--- src/design/pfa_pkg.sv ---
// shared types, widths and helpers for the polygon fan-area filter and sum block
// no dependencies; used by every module of the block
package pfa_pkg;

  localparam int COORD_W    = 16;
  localparam int DIFF_W     = COORD_W + 1;
  localparam int PROD_W     = COORD_W + DIFF_W;
  localparam int SUM_W      = PROD_W + 2;
  localparam int FAN_W      = SUM_W - 1;
  localparam int VCNT_W     = 16;
  localparam int PCNT_W     = 32;
  localparam int ACC_W      = 57;
  localparam int AREA_W     = 63;
  localparam int TDATA_IN_W = 2 * COORD_W;
  localparam int TDATA_OUT_W = 64;
  localparam int QDEPTH     = 4;
  localparam int QPTR_W     = $clog2(QDEPTH);
  localparam int CFG_IDX_W  = 2;
  localparam int CFG_DATA_W = 16;
  localparam int DIV_CNT_W  = $clog2(AREA_W);

  localparam logic [VCNT_W-1:0]    MAX_VERTICES = 16'hFFFF;
  localparam logic [VCNT_W-1:0]    TARGET_RST   = 16'd3;
  localparam logic [ACC_W-1:0]     SAT_X2       = {1'b1, {(ACC_W-1){1'b0}}};
  localparam logic [AREA_W-1:0]    Q8_MAX       = {AREA_W{1'b1}};
  localparam logic [PCNT_W-1:0]    PCNT_MAX     = {PCNT_W{1'b1}};
  localparam logic [DIV_CNT_W-1:0] DIV_LAST     = DIV_CNT_W'(AREA_W - 1);

  localparam logic [CFG_IDX_W-1:0] CFG_MODE   = 2'd0;
  localparam logic [CFG_IDX_W-1:0] CFG_TARGET = 2'd1;

  typedef enum logic [1:0] {
    MODE_EVEN  = 2'd0,
    MODE_ODD   = 2'd1,
    MODE_MEAN  = 2'd2,
    MODE_EXACT = 2'd3
  } pfa_mode_t;

  typedef enum logic [2:0] {
    BK_RUN,
    BK_SETTLE,
    BK_LOAD,
    BK_DIV,
    BK_EMIT
  } pfa_bk_state_t;

  typedef struct packed {
    logic fan_en;
    logic poly_end;
    logic set_end;
    logic take;
  } pfa_tag_t;

  typedef struct packed {
    logic [FAN_W-1:0] fan;
    pfa_tag_t         tag;
  } pfa_entry_t;

  function automatic logic [ACC_W-1:0] sat_add(input logic [ACC_W-1:0] a,
                                               input logic [ACC_W-1:0] b);
    logic [ACC_W:0] s;
    s = {1'b0, a} + {1'b0, b};
    return (s > {1'b0, SAT_X2}) ? SAT_X2 : s[ACC_W-1:0];
  endfunction

endpackage

--- src/design/pfa_front.sv ---
// front end: vertex intake, fan-triangle terms and polygon classification
// depends on pfa_pkg
module pfa_front (
  input  logic                             clk,
  input  logic                             rst_n,
  input  logic                             in_tvalid,
  output logic                             in_tready,
  input  logic [pfa_pkg::TDATA_IN_W-1:0]   in_tdata,
  input  logic                             in_tlast,
  input  logic                             in_tuser,
  input  pfa_pkg::pfa_mode_t               mode,
  input  logic [pfa_pkg::VCNT_W-1:0]       target,
  output logic                             q_valid,
  input  logic                             q_ready,
  output pfa_pkg::pfa_entry_t              q_entry
);

  logic signed [pfa_pkg::COORD_W-1:0] first_x_r, first_y_r, prev_x_r, prev_y_r;
  logic [pfa_pkg::VCNT_W-1:0]         vcnt_r;

  logic                               s1_valid_r, s2_valid_r, s3_valid_r;
  pfa_pkg::pfa_tag_t                  s1_tag_r, s2_tag_r, s3_tag_r;
  logic signed [pfa_pkg::COORD_W-1:0] s1_a0_r, s1_a1_r, s1_a2_r;
  logic signed [pfa_pkg::DIFF_W-1:0]  s1_b0_r, s1_b1_r, s1_b2_r;
  logic signed [pfa_pkg::PROD_W-1:0]  s2_p0_r, s2_p1_r, s2_p2_r;
  logic [pfa_pkg::FAN_W-1:0]          s3_fan_r;

  logic                               adv, acc, poly_end;
  logic signed [pfa_pkg::COORD_W-1:0] cx, cy;
  logic [pfa_pkg::VCNT_W-1:0]         vcnt_inc;
  logic                               take;
  logic signed [pfa_pkg::SUM_W-1:0]   sum;
  logic signed [pfa_pkg::SUM_W-1:0]   mag;

  // x in the low half, y in the high half
  assign cx       = in_tdata[pfa_pkg::COORD_W-1:0];
  assign cy       = in_tdata[pfa_pkg::TDATA_IN_W-1:pfa_pkg::COORD_W];
  assign poly_end = in_tlast | in_tuser;
  assign adv      = !s3_valid_r || q_ready;
  assign acc      = in_tvalid && adv;
  assign in_tready = adv;
  assign vcnt_inc = (vcnt_r == pfa_pkg::MAX_VERTICES) ? vcnt_r : vcnt_r + 1'b1;

  always_comb begin
    unique case (mode)
      pfa_pkg::MODE_EVEN:  take = !vcnt_inc[0];
      pfa_pkg::MODE_ODD:   take = vcnt_inc[0];
      pfa_pkg::MODE_MEAN:  take = 1'b1;
      pfa_pkg::MODE_EXACT: take = (vcnt_inc == target);
      default:             take = 1'b0;
    endcase
  end

  // running polygon state
  always_ff @(posedge clk) begin
    if (!rst_n) begin
      first_x_r <= '0;
      first_y_r <= '0;
      prev_x_r  <= '0;
      prev_y_r  <= '0;
      vcnt_r    <= '0;
    end else if (acc) begin
      if (poly_end) begin
        first_x_r <= '0;
        first_y_r <= '0;
        prev_x_r  <= '0;
        prev_y_r  <= '0;
        vcnt_r    <= '0;
      end else begin
        if (vcnt_r == '0) begin
          first_x_r <= cx;
          first_y_r <= cy;
        end
        prev_x_r <= cx;
        prev_y_r <= cy;
        vcnt_r   <= vcnt_inc;
      end
    end
  end

  always_ff @(posedge clk) begin
    if (!rst_n) begin
      s1_valid_r <= 1'b0;
      s2_valid_r <= 1'b0;
      s3_valid_r <= 1'b0;
    end else if (adv) begin
      s1_valid_r <= acc;
      s2_valid_r <= s1_valid_r;
      s3_valid_r <= s2_valid_r;
    end
  end

  assign sum = pfa_pkg::SUM_W'(s2_p0_r) + pfa_pkg::SUM_W'(s2_p1_r)
             + pfa_pkg::SUM_W'(s2_p2_r);
  assign mag = sum[pfa_pkg::SUM_W-1] ? -sum : sum;

  // three-stage fan term pipeline
  always_ff @(posedge clk) begin
    if (adv) begin
      s1_tag_r.fan_en   <= (vcnt_r >= pfa_pkg::VCNT_W'(2));
      s1_tag_r.poly_end <= poly_end;
      s1_tag_r.set_end  <= in_tuser;
      s1_tag_r.take     <= take;
      s1_a0_r <= first_x_r;
      s1_b0_r <= pfa_pkg::DIFF_W'(prev_y_r) - pfa_pkg::DIFF_W'(cy);
      s1_a1_r <= prev_x_r;
      s1_b1_r <= pfa_pkg::DIFF_W'(cy) - pfa_pkg::DIFF_W'(first_y_r);
      s1_a2_r <= cx;
      s1_b2_r <= pfa_pkg::DIFF_W'(first_y_r) - pfa_pkg::DIFF_W'(prev_y_r);

      s2_tag_r <= s1_tag_r;
      s2_p0_r  <= s1_a0_r * s1_b0_r;
      s2_p1_r  <= s1_a1_r * s1_b1_r;
      s2_p2_r  <= s1_a2_r * s1_b2_r;

      s3_tag_r <= s2_tag_r;
      s3_fan_r <= mag[pfa_pkg::FAN_W-1:0];
    end
  end

  assign q_valid     = s3_valid_r;
  assign q_entry.fan = s3_fan_r;
  assign q_entry.tag = s3_tag_r;

endmodule

--- src/design/pfa_queue.sv ---
// short queue of classified vertex terms between front and back end
// depends on pfa_pkg
module pfa_queue (
  input  logic                clk,
  input  logic                rst_n,
  input  logic                push_valid,
  output logic                push_ready,
  input  pfa_pkg::pfa_entry_t push_entry,
  output logic                pop_valid,
  input  logic                pop_ready,
  output pfa_pkg::pfa_entry_t pop_entry
);

  pfa_pkg::pfa_entry_t         mem_r [pfa_pkg::QDEPTH];
  logic [pfa_pkg::QPTR_W-1:0]  wr_ptr_r, rd_ptr_r;
  logic [pfa_pkg::QPTR_W:0]    cnt_r;
  logic                        do_push, do_pop;

  assign push_ready = (cnt_r != (pfa_pkg::QPTR_W+1)'(pfa_pkg::QDEPTH));
  assign pop_valid  = (cnt_r != '0);
  assign do_push    = push_valid && push_ready;
  assign do_pop     = pop_valid && pop_ready;
  assign pop_entry  = mem_r[rd_ptr_r];

  always_ff @(posedge clk) begin
    if (do_push) begin
      mem_r[wr_ptr_r] <= push_entry;
    end
  end

  always_ff @(posedge clk) begin
    if (!rst_n) begin
      wr_ptr_r <= '0;
      rd_ptr_r <= '0;
      cnt_r    <= '0;
    end else begin
      if (do_push) begin
        wr_ptr_r <= wr_ptr_r + 1'b1;
      end
      if (do_pop) begin
        rd_ptr_r <= rd_ptr_r + 1'b1;
      end
      unique case ({do_push, do_pop})
        2'b10:   cnt_r <= cnt_r + 1'b1;
        2'b01:   cnt_r <= cnt_r - 1'b1;
        default: cnt_r <= cnt_r;
      endcase
    end
  end

endmodule

--- src/design/pfa_back.sv ---
// back end: polygon and set accumulation, mean divider and result register
// depends on pfa_pkg
module pfa_back (
  input  logic                              clk,
  input  logic                              rst_n,
  input  logic                              q_valid,
  output logic                              q_ready,
  input  pfa_pkg::pfa_entry_t               q_entry,
  input  pfa_pkg::pfa_mode_t                mode,
  output logic                              out_tvalid,
  input  logic                              out_tready,
  output logic [pfa_pkg::TDATA_OUT_W-1:0]   out_tdata,
  output logic                              out_tuser
);

  pfa_pkg::pfa_bk_state_t          state_r, state_nxt;
  logic [pfa_pkg::ACC_W-1:0]       poly_acc_r, pend_r, total_r;
  logic [pfa_pkg::PCNT_W-1:0]      pcnt_r, divisor_r, rem_r;
  logic [pfa_pkg::AREA_W-1:0]      res_r, out_area_r;
  logic                            empty_r, out_empty_r, out_valid_r;
  logic [pfa_pkg::DIV_CNT_W-1:0]   dcnt_r;

  logic                            pop, ld, dstep, emit;
  logic                            is_mean, nonzero;
  logic [pfa_pkg::ACC_W-1:0]       poly_sum, poly_fin;
  logic [pfa_pkg::AREA_W-1:0]      q8;
  logic [pfa_pkg::PCNT_W:0]        trial, trial_sub;
  logic                            ge;

  assign is_mean = (mode == pfa_pkg::MODE_MEAN);
  assign nonzero = (pcnt_r != '0);

  always_comb begin
    state_nxt = state_r;
    unique case (state_r)
      pfa_pkg::BK_RUN:    if (q_valid && q_entry.tag.set_end) state_nxt = pfa_pkg::BK_SETTLE;
      pfa_pkg::BK_SETTLE: state_nxt = pfa_pkg::BK_LOAD;
      pfa_pkg::BK_LOAD:   state_nxt = (is_mean && nonzero) ? pfa_pkg::BK_DIV
                                                          : pfa_pkg::BK_EMIT;
      pfa_pkg::BK_DIV:    if (dcnt_r == '0) state_nxt = pfa_pkg::BK_EMIT;
      pfa_pkg::BK_EMIT:   if (!out_valid_r || out_tready) state_nxt = pfa_pkg::BK_RUN;
      default:            state_nxt = pfa_pkg::BK_RUN;
    endcase
  end

  always_comb begin
    q_ready = (state_r == pfa_pkg::BK_RUN);
    pop     = q_ready && q_valid;
    ld      = (state_r == pfa_pkg::BK_LOAD);
    dstep   = (state_r == pfa_pkg::BK_DIV);
    emit    = (state_r == pfa_pkg::BK_EMIT) && (!out_valid_r || out_tready);
  end

  always_ff @(posedge clk) begin
    if (!rst_n) begin
      state_r <= pfa_pkg::BK_RUN;
    end else begin
      state_r <= state_nxt;
    end
  end

  assign poly_sum = pfa_pkg::sat_add(poly_acc_r, pfa_pkg::ACC_W'(q_entry.fan));
  assign poly_fin = q_entry.tag.fan_en ? poly_sum : poly_acc_r;
  assign q8 = (total_r >= pfa_pkg::SAT_X2) ? pfa_pkg::Q8_MAX
                                           : {total_r[pfa_pkg::ACC_W-2:0], 7'b0};

  // polygon close goes through pend_r, folded into the set total in the cycle after
  always_ff @(posedge clk) begin
    if (!rst_n) begin
      poly_acc_r <= '0;
      pend_r     <= '0;
      total_r    <= '0;
      pcnt_r     <= '0;
    end else begin
      pend_r <= (pop && q_entry.tag.poly_end && q_entry.tag.take) ? poly_fin : '0;
      if (pop) begin
        if (q_entry.tag.poly_end) begin
          poly_acc_r <= '0;
        end else begin
          poly_acc_r <= poly_fin;
        end
      end
      if (ld) begin
        total_r <= '0;
        pcnt_r  <= '0;
      end else begin
        total_r <= pfa_pkg::sat_add(total_r, pend_r);
        if (pop && q_entry.tag.poly_end && (pcnt_r != pfa_pkg::PCNT_MAX)) begin
          pcnt_r <= pcnt_r + 1'b1;
        end
      end
    end
  end

  // restoring divider, one quotient bit per cycle, quotient shifts into res_r
  assign trial     = {rem_r, res_r[pfa_pkg::AREA_W-1]};
  assign trial_sub = trial - {1'b0, divisor_r};
  assign ge        = (trial >= {1'b0, divisor_r});

  always_ff @(posedge clk) begin
    if (ld) begin
      res_r     <= (is_mean && !nonzero) ? '0 : q8;
      empty_r   <= is_mean && !nonzero;
      rem_r     <= '0;
      divisor_r <= pcnt_r;
      dcnt_r    <= pfa_pkg::DIV_LAST;
    end else if (dstep) begin
      rem_r  <= ge ? trial_sub[pfa_pkg::PCNT_W-1:0] : trial[pfa_pkg::PCNT_W-1:0];
      res_r  <= {res_r[pfa_pkg::AREA_W-2:0], ge};
      dcnt_r <= dcnt_r - 1'b1;
    end
  end

  always_ff @(posedge clk) begin
    if (!rst_n) begin
      out_valid_r <= 1'b0;
    end else if (emit) begin
      out_valid_r <= 1'b1;
    end else if (out_tready) begin
      out_valid_r <= 1'b0;
    end
  end

  always_ff @(posedge clk) begin
    if (emit) begin
      out_area_r  <= res_r;
      out_empty_r <= empty_r;
    end
  end

  assign out_tvalid = out_valid_r;
  assign out_tdata  = {1'b0, out_area_r};
  assign out_tuser  = out_empty_r;

endmodule

--- src/design/polygon_fan_area_filter_sum_core.sv ---
// top level: one vertex per beat; a set_end beat gives one result, produced in mean mode
// by the 63-step restoring divider; the back end stalls while it settles, divides and
// emits that result; the 4-entry queue and then in_tready follow
// throughput one vertex per cycle otherwise, set by the 3-stage fan pipeline
// reset: synchronous active-low rst_n clears all control and accumulation state
// depends on pfa_pkg, pfa_front, pfa_queue, pfa_back
module polygon_fan_area_filter_sum_core (
  input  logic                              clk,
  input  logic                              rst_n,
  input  logic                              in_tvalid,
  output logic                              in_tready,
  input  logic [pfa_pkg::TDATA_IN_W-1:0]    in_tdata,   // x [15:0], y [31:16]
  input  logic                              in_tlast,   // polygon_end
  input  logic                              in_tuser,   // set_end
  output logic                              out_tvalid,
  input  logic                              out_tready,
  output logic [pfa_pkg::TDATA_OUT_W-1:0]   out_tdata,  // area_q8 [62:0], zero [63]
  output logic                              out_tuser,  // empty_error
  input  logic                              cfg_valid,
  output logic                              cfg_ready,
  input  logic [pfa_pkg::CFG_IDX_W-1:0]     cfg_index,
  input  logic [pfa_pkg::CFG_DATA_W-1:0]    cfg_data
);

  pfa_pkg::pfa_mode_t          mode_r;
  logic [pfa_pkg::VCNT_W-1:0]  target_r;

  logic                        f_valid, f_ready, q_valid, q_ready;
  pfa_pkg::pfa_entry_t         f_entry, q_entry;

  assign cfg_ready = 1'b1;

  always_ff @(posedge clk) begin
    if (!rst_n) begin
      mode_r   <= pfa_pkg::MODE_EVEN;
      target_r <= pfa_pkg::TARGET_RST;
    end else if (cfg_valid && cfg_ready) begin
      unique case (cfg_index)
        pfa_pkg::CFG_MODE:   mode_r   <= pfa_pkg::pfa_mode_t'(cfg_data[1:0]);
        pfa_pkg::CFG_TARGET: target_r <= cfg_data;
        default: ;
      endcase
    end
  end

  pfa_front u_front (
    .clk       (clk),
    .rst_n     (rst_n),
    .in_tvalid (in_tvalid),
    .in_tready (in_tready),
    .in_tdata  (in_tdata),
    .in_tlast  (in_tlast),
    .in_tuser  (in_tuser),
    .mode      (mode_r),
    .target    (target_r),
    .q_valid   (f_valid),
    .q_ready   (f_ready),
    .q_entry   (f_entry)
  );

  pfa_queue u_queue (
    .clk        (clk),
    .rst_n      (rst_n),
    .push_valid (f_valid),
    .push_ready (f_ready),
    .push_entry (f_entry),
    .pop_valid  (q_valid),
    .pop_ready  (q_ready),
    .pop_entry  (q_entry)
  );

  pfa_back u_back (
    .clk        (clk),
    .rst_n      (rst_n),
    .q_valid    (q_valid),
    .q_ready    (q_ready),
    .q_entry    (q_entry),
    .mode       (mode_r),
    .out_tvalid (out_tvalid),
    .out_tready (out_tready),
    .out_tdata  (out_tdata),
    .out_tuser  (out_tuser)
  );

`ifndef SYNTH
  a_empty_zero: assert property (@(posedge clk) disable iff (!rst_n)
    (out_tvalid && out_tuser) |-> (out_tdata == '0))
    else $error("empty flag with nonzero area");

  a_empty_mean: assert property (@(posedge clk) disable iff (!rst_n)
    (out_tvalid && out_tuser) |-> (mode_r == pfa_pkg::MODE_MEAN))
    else $error("empty flag outside mean mode");

  a_top_bit: assert property (@(posedge clk) disable iff (!rst_n)
    out_tvalid |-> !out_tdata[pfa_pkg::TDATA_OUT_W-1])
    else $error("area exceeds 63 bits");
`endif

endmodule

--- config.mk ---
export PLATFORM = sky130hd
export DESIGN_NAME = polygon_fan_area_filter_sum_core
export DESIGN_NICKNAME = d
export VERILOG_FILES = /design/src/design/pfa_pkg.sv /design/src/design/pfa_front.sv /design/src/design/pfa_queue.sv /design/src/design/pfa_back.sv /design/src/design/polygon_fan_area_filter_sum_core.sv
export SDC_FILE = /design/constraint.sdc
export NUM_CORES = 2
export LEC_CHECK = 0
export ABC_AREA = 1
export BUFFER_PORTS_ARGS = -buffer_cell sky130_fd_sc_hd__buf_2
export CAP_MARGIN = 20
export CORE_MARGIN = 2
export CORE_UTILIZATION = 40
export CTS_CLUSTER_DIAMETER = 100
export DETAILED_ROUTE_END_ITERATION = 6
export PLACE_DENSITY = 0.57
export SYNTH_ARGS = -nofsm -noshare
export SYNTH_HDL_FRONTEND = slang
export SYNTH_SLANG_ARGS = --single-unit
--- constraint.sdc ---
create_clock -name clk -period 21.4 [get_ports clk]
set_input_delay 2.14 -clock clk [delete_from_list [all_inputs] [get_ports clk]]
set_output_delay 2.14 -clock clk [all_outputs]
set_load 0.1 [all_outputs]
=== After elaboration in Yosys (flattened, before gate mapping) ===
Memories as Yosys holds them, arrays and structs flattened. A register that Yosys moved wholly into a read port is not among the register bits.
Index checks and enable logic that the tools add are counted.

* Bits in registers: 757
* Output and inout port bits: 68
* Input port bits: 57
* RAM bits: 152
* Word-level logic and storage cells: 158
* Memories: 1

{| class="wikitable"
|+ Memories
! memory !! depth !! width !! read ports !! clocked after Yosys merged registers in !! wr ports !! RTL line !! RTL
|-
| u_queue.mem_r || 4 || 38 || 1 || 1 || 1 || pfa_queue.sv:14 || <nowiki>pfa_pkg::pfa_entry_t mem_r [pfa_pkg::QDEPTH];</nowiki>
|}

* Multiply operators: 3
* Equal/unequal tests: 17
* Bitwise operators: 2
* Magnitude comparators: 5
* Muxes and demuxes: 31
* Reduce and logical (&&, ||, !) cells: 34
* Add/sub/neg operators: 16

{| class="wikitable"
|+ Operators by type and width
! operator !! number
|-
| 2-to-1 mux 63 bit || 4
|-
| 2-to-1 mux 57 bit || 4
|-
| 2-to-1 mux 16 bit || 8
|-
| greater-than comparator 58 x 57 -> 1 bit (second input constant) || 2
|-
| multiplier 16 x 17 -> 33 bit || 3
|-
| adder 57 x 34 -> 58 bit || 1
|-
| adder 57 x 57 -> 58 bit || 1
|-
| greater-or-equal comparator 57 bit (second input constant) || 1
|-
| subtractor 16 x 16 -> 17 bit || 3
|-
| adder 34 x 33 -> 35 bit || 1
|-
| adder 33 x 33 -> 34 bit || 1
|-
| 2-to-1 mux 34 bit || 1
|-
| negation 34 bit || 1
|-
| greater-or-equal comparator 33 x 32 -> 1 bit || 1
|-
| adder 32 x 1 -> 32 bit (second input constant) || 1
|-
| 2-to-1 mux 32 bit || 1
|-
| inequality test 32 bit (second input constant) || 1
|-
| nonzero test 32 bit || 1
|-
| subtractor 32 bit || 1
|-
| adder 16 x 1 -> 16 bit (second input constant) || 1
|-
| == test 16 bit || 1
|-
| == test 16 bit (second input constant) || 1
|-
| greater-or-equal comparator 16 x 2 -> 1 bit (second input constant) || 1
|-
| zero test 16 bit || 1
|-
| other kinds (32) || 66
|}

=== Depth between registers and ports, before layout ===
* Word-level depth: 5
* Depth in mapped cells: 32
* Mapped depth without buffers: 28

=== Hierarchy ===
Synthesis repeated with hierarchy kept, for this count alone.

* Cells, all modules: 10147
* Area total of the unflattened synthesis: 81572.0 sq um

{| class="wikitable"
|+ By module, submodules not included
! module !! times used !! cells an instance !! area each (sq um) !! seq. area each (sq um)
|-
| pfa_front || 1 || 5846 || 49127.1 || 8988.6
|-
| pfa_back || 1 || 3749 || 25562.0 || 9709.3
|-
| pfa_queue || 1 || 436 || 6118.4 || 4744.6
|-
| polygon_fan_area_filter_sum_core || 1 || 116 || 764.5 || 360.3
|}

=== Worst setup path before layout ===
No wires, ideal clock.

* Path type: register to register
* Start point: reg u_queue.cnt_r[0] (netlist name)
* End point: reg u_front.first_x_r[12] (netlist name)
* Slack: 9.718 ns
* Data arrival time: 11.617 ns
* Cell stages (with the launch flop): 10
* Clock period less this slack: 11.682 ns
* Path through: dfxtp_1 > inv_1 > nand4_1 > nand2_1 > clkinv_1 > nand2_1 > clkbuf_1 > clkbuf_1 > o21ai_0 > nor2_1

* Longest elaborated chain between the ends: 4

{| class="wikitable"
|+ Ends and longest elaborated chain
! what !! RTL line !! RTL
|-
| start: declaration || pfa_queue.sv:16 || <nowiki>logic [pfa_pkg::QPTR_W:0] cnt_r;</nowiki>
|-
| start signal: assignment || pfa_queue.sv:44 || <nowiki>2'b10: cnt_r <= cnt_r + 1'b1;</nowiki>
|-
| start signal: assignment || pfa_queue.sv:45 || <nowiki>2'b01: cnt_r <= cnt_r - 1'b1;</nowiki>
|-
| start signal: assignment || pfa_queue.sv:46 || <nowiki>default: cnt_r <= cnt_r;</nowiki>
|-
| inequality test 3 bit || pfa_queue.sv:19 || <nowiki>assign push_ready = (cnt_r != (pfa_pkg::QPTR_W+1)'(pfa_pkg::QDEPTH));</nowiki>
|-
| logical OR 1 bit || pfa_front.sv:39 || <nowiki>assign adv = !s3_valid_r || q_ready;</nowiki>
|-
| via in_tready || polygon_fan_area_filter_sum_core.sv:11 || <nowiki>output logic in_tready,</nowiki>
|-
| logical AND 1 bit || pfa_front.sv:40 || <nowiki>assign acc = in_tvalid && adv;</nowiki>
|-
| AND reduction 2 bit (no source line) || -- ||
|-
| end signal: assignment || pfa_front.sv:57 || <nowiki>first_x_r <= '0;</nowiki>
|-
| end signal: assignment || pfa_front.sv:64 || <nowiki>first_x_r <= '0;</nowiki>
|-
| end signal: assignment || pfa_front.sv:71 || <nowiki>first_x_r <= cx;</nowiki>
|-
| end: declaration || pfa_front.sv:18 || <nowiki>logic signed [pfa_pkg::COORD_W-1:0] first_x_r, first_y_r, prev_x_r, prev_y_r;</nowiki>
|}

The timed path passes the listed nets, and every way through them passes these cells.
A chain may end at the register's enable or synchronous reset.

=== Worst setup path after layout ===
* Start point: reg u_front.s1_a0_r[1] (netlist name)
* End point: reg u_front.s2_p0_r[32] (netlist name) (data pin)

* Longest elaborated chain between the ends: 1

{| class="wikitable"
|+ Ends and longest elaborated chain
! what !! RTL line !! RTL
|-
| start: declaration || pfa_front.sv:23 || <nowiki>logic signed [pfa_pkg::COORD_W-1:0] s1_a0_r, s1_a1_r, s1_a2_r;</nowiki>
|-
| start signal: assignment || pfa_front.sv:104 || <nowiki>s1_a0_r <= first_x_r;</nowiki>
|-
| multiplier 16 x 17 -> 33 bit || pfa_front.sv:112 || <nowiki>s2_p0_r <= s1_a0_r * s1_b0_r;</nowiki>
|-
| end signal: assignment || pfa_front.sv:112 ||
|-
| end: declaration || pfa_front.sv:25 || <nowiki>logic signed [pfa_pkg::PROD_W-1:0] s2_p0_r, s2_p1_r, s2_p2_r;</nowiki>
|}

No other way between the ends.

==> run metrics <==
number of clock sinks seen by CTS 911; remaining number of nets flagged by the antenna check after routing 0; die boundary width between 400 and 500 um; area taken by multi-input logic gates ~0.047 sq mm; Seq cells post-synth 911; number of antenna violations at the first check in global routing 10; total congestion overflow 0; via count of the first global-routing pass roughly 63k; period utilization 32.2%; distinct cell type count of the synthesized netlist 64; data arrival time of the critical path 7380 ps; Worst slew margin 19.4%; Post-Syn Instances 9789; cell type with the largest total area after synthesis sky130_fd_sc_hd__fa_1; R2R cell count 22; total of endpoints with negative setup slack in the final report 0; peak clock frequency supported by timing 145 MHz; critical path peak fanout 17; clock latency on the worst-skew pair between 700 and 800 ps; synth cell count leaders 2340 x sky130_fd_sc_hd__nand2_1, 2058 x sky130_fd_sc_hd__inv_1, 869 x sky130_fd_sc_hd__fa_1; TNS Setup 0 ps; number of buffers added on ports 122; CTS tree yes; synthesis-to-finish area growth 8.41%; Final Max Slew Viols 0; DIE AREA 0.204 sq mm; pin slew with the least headroom to its limit 1200 ps; Max Cap Viol 0; Clock Root Buffer sky130_fd_sc_hd__clkbuf_16; global-route wire length before repair roughly 350000 um; maximum number of pins on one net before global-route repair 77; Final Hold Vio Count 0; Max Clock Skew around 58 ps; maximum count of clock buffers along a single path 3; endpoint type of the worst setup path register; total global routing track utilization 22.1%; number of filler cells placed in the layout 19.9k; result of the run completed; critical path launch point type register; floorplan row count around 160; prevailing post-synth register cell sky130_fd_sc_hd__edfxtp_1; Resized Gates After CTS 0; footprint of the flip-flops and latches 0.0238 sq mm; share of synthesized cell area in full adder, half adder and majority cells 29.0%; maximum level of the CTS H-tree 3; Via Count around 61k; area fraction in and, or, nand and nor cells after synthesis 18.2%; RSZ-0062 raised after global routing no; fraction of synthesized area in multiplexers 0%; first-pass iteration count of the detailed router 6; Vert. Die Dim 452 um; Core Region 0.199 sq mm; number of nets at the end of the flow 11.1k; wirelength, routed 223000 um; dominant cell by count in the synthesized netlist sky130_fd_sc_hd__nand2_1; number of cells on the worst hold path 0; initial core utilization 40.2%; number of hold-repair buffers added at the cts stage 0; number of setup buffers added after CTS 0; I/O pin count 125; Initial DRC Count roughly 4.2k; Tmin final approximately 7000 ps; synthesized netlist net count 11.2k; combinational family with the most area after synthesis adder cells; share of cells above drive strength 1 4.75%; critical path start-end classification register to register; portion of synthesized cell area occupied by the leading cell type about 22%; fraction of registers with async set/reset 0%; final RePlAce weighted congestion 0.948; TritonCTS buffer count approximately 110; average wire length per cell after detail routing 17.9 um; mean post-synth cell area between 8 and 9 sq um; cells taking the most area after synthesis sky130_fd_sc_hd__fa_1 22%, sky130_fd_sc_hd__edfxtp_1 21%, sky130_fd_sc_hd__nand2_1 11%, sky130_fd_sc_hd__inv_1 9.6%, sky130_fd_sc_hd__dfxtp_1 8.9%; XOR/XNOR Fraction of Synth Area 3.57%; number of synthesized flops with an enable pin 556; Syn Std Cell Area 0.0802 sq mm; half-perimeter wire length after placement approximately 180000 um; Required @ worst endpoint 21880 ps; Worst Hold Class register to register; # DRC 0; area fraction in compound gates after synthesis about 8%; count of yosys warnings during synthesis 0; number of vias per cell 4.91; sequential element share of the synthesized area 29.7%; clock transition at the registers of the reported paths about 60 ps
-- metrics by stage --
stage               instances  worst slack (ps)  util (%)  area, sq um  hold WS (ps)
floorplan                9789              9720         -        80200           400
global placement        12300             14610      41.7        83200           402
detailed placement      12300             14570      41.7        83200           405
CTS                     12500             14550      43.6        86900           407
global route            12500             14190      43.6        87000           425
finish                  12500             14510      43.6        87000           418
-- layer usage --
| layer | part of all wire [%] | GRT usage [%] | up-vias | wire (um) |
|---|---|---|---|---|
| li1 | - | - | 30000 | - |
| met1 | 42 | 27.6 | 29600 | 94700 |
| met2 | 49 | 38.4 | 1291 | 109000 |
| met3 | 4.1 | 2.44 | 379 | 9050 |
| met4 | 4.9 | 9.82 | 14 | 10900 |
| met5 | 0.042 | 0 | - | 94 |
-- state kept, by name, indices dropped and copies added (netlist names), 17 cells and up, named ones only --
name               cells
u_back.divisor_r      32
u_back.out_area_r     63
u_back.pcnt_r         32
u_back.pend_r         57
u_back.poly_acc_r     57
u_back.rem_r          32
u_back.res_r          63
u_back.total_r        57
u_front.s1_b0_r       17
u_front.s1_b1_r       17
u_front.s1_b2_r       17
u_front.s2_p0_r       33
u_front.s2_p1_r       33
u_front.s2_p2_r       33
u_front.s3_fan_r      34
u_queue.mem_r        152
-- worst max-delay path, cell delays in order, from the launching register on --
cell and delay (ps):
sky130_fd_sc_hd__edfxtp_1 850, sky130_fd_sc_hd__nand2_1 200, sky130_fd_sc_hd__fa_1 550, sky130_fd_sc_hd__fa_1 520, sky130_fd_sc_hd__fa_1 520, sky130_fd_sc_hd__inv_1 60, sky130_fd_sc_hd__fa_1 480, sky130_fd_sc_hd__fa_1 490
sky130_fd_sc_hd__inv_1 50, sky130_fd_sc_hd__fa_1 470, sky130_fd_sc_hd__inv_1 40, sky130_fd_sc_hd__ha_1 360, sky130_fd_sc_hd__nand2_1 110, sky130_fd_sc_hd__nor2_1 150, sky130_fd_sc_hd__nand2_1 70, sky130_fd_sc_hd__o211ai_1 90
sky130_fd_sc_hd__a31oi_1 100, sky130_fd_sc_hd__o21ai_0 430, sky130_fd_sc_hd__nand2_1 200, sky130_fd_sc_hd__o21a_1 240, sky130_fd_sc_hd__o21ai_0 330, sky130_fd_sc_hd__a21oi_1 140, sky130_fd_sc_hd__xor2_1 170
-- logic make-up (layout without fill, tap and decap cells) --
group	after synthesis	in the layout
AOI/OAI and AO/OA	1210	1210
xor gates and xnor gates	326	326
adders and majority gates	1338	1338
buffers and inverters	2398	2443
DFF	911	911
other	2	5
and+or+nand+nor	3604	3604
-- cell usage in the layout, fill, tap and decap left out, types with 71 or more instances in the layout --
master and count:
sky130_fd_sc_hd__nand2_1 2337, sky130_fd_sc_hd__inv_1 2056, sky130_fd_sc_hd__fa_1 869, sky130_fd_sc_hd__nor2_1 790
sky130_fd_sc_hd__edfxtp_1 556, sky130_fd_sc_hd__a21oi_1 547, sky130_fd_sc_hd__ha_1 469, sky130_fd_sc_hd__o21ai_0 450
sky130_fd_sc_hd__dfxtp_1 354, sky130_fd_sc_hd__xor2_1 207, sky130_fd_sc_hd__nand3_1 187, sky130_fd_sc_hd__buf_2 121
sky130_fd_sc_hd__xnor2_1 118, sky130_fd_sc_hd__clkbuf_16 110, sky130_fd_sc_hd__nand4_1 74, sky130_fd_sc_hd__nor3_1 71
-- cell type report --
class / instances / area share (%)
antenna: 3 / 0.00863
clock buffer: 130 / 3.29
clock inverter: 71 / 0.935
inverter: 2077 / 8.97
multi-input combinational: 6480 / 54.5
sequential: 911 / 27.4
tap: 2656 / 3.82
timing repair buffer: 165 / 1.11
-- worst paths after layout --
path	to	from	slack [ps]
max reg2reg	u_front.s2_p0_r[32]	u_front.s1_a0_r[1]	14510
min	u_back.divisor_r[2]	u_back.pcnt_r[2]	420
min reg2reg	u_back.divisor_r[2]	u_back.pcnt_r[2]	420
max	u_front.s2_p0_r[32]	u_front.s1_a0_r[1]	14510
Power is not shown: default switching activity piles up to over one toggle a cycle in this logic, so the estimate is an artifact.
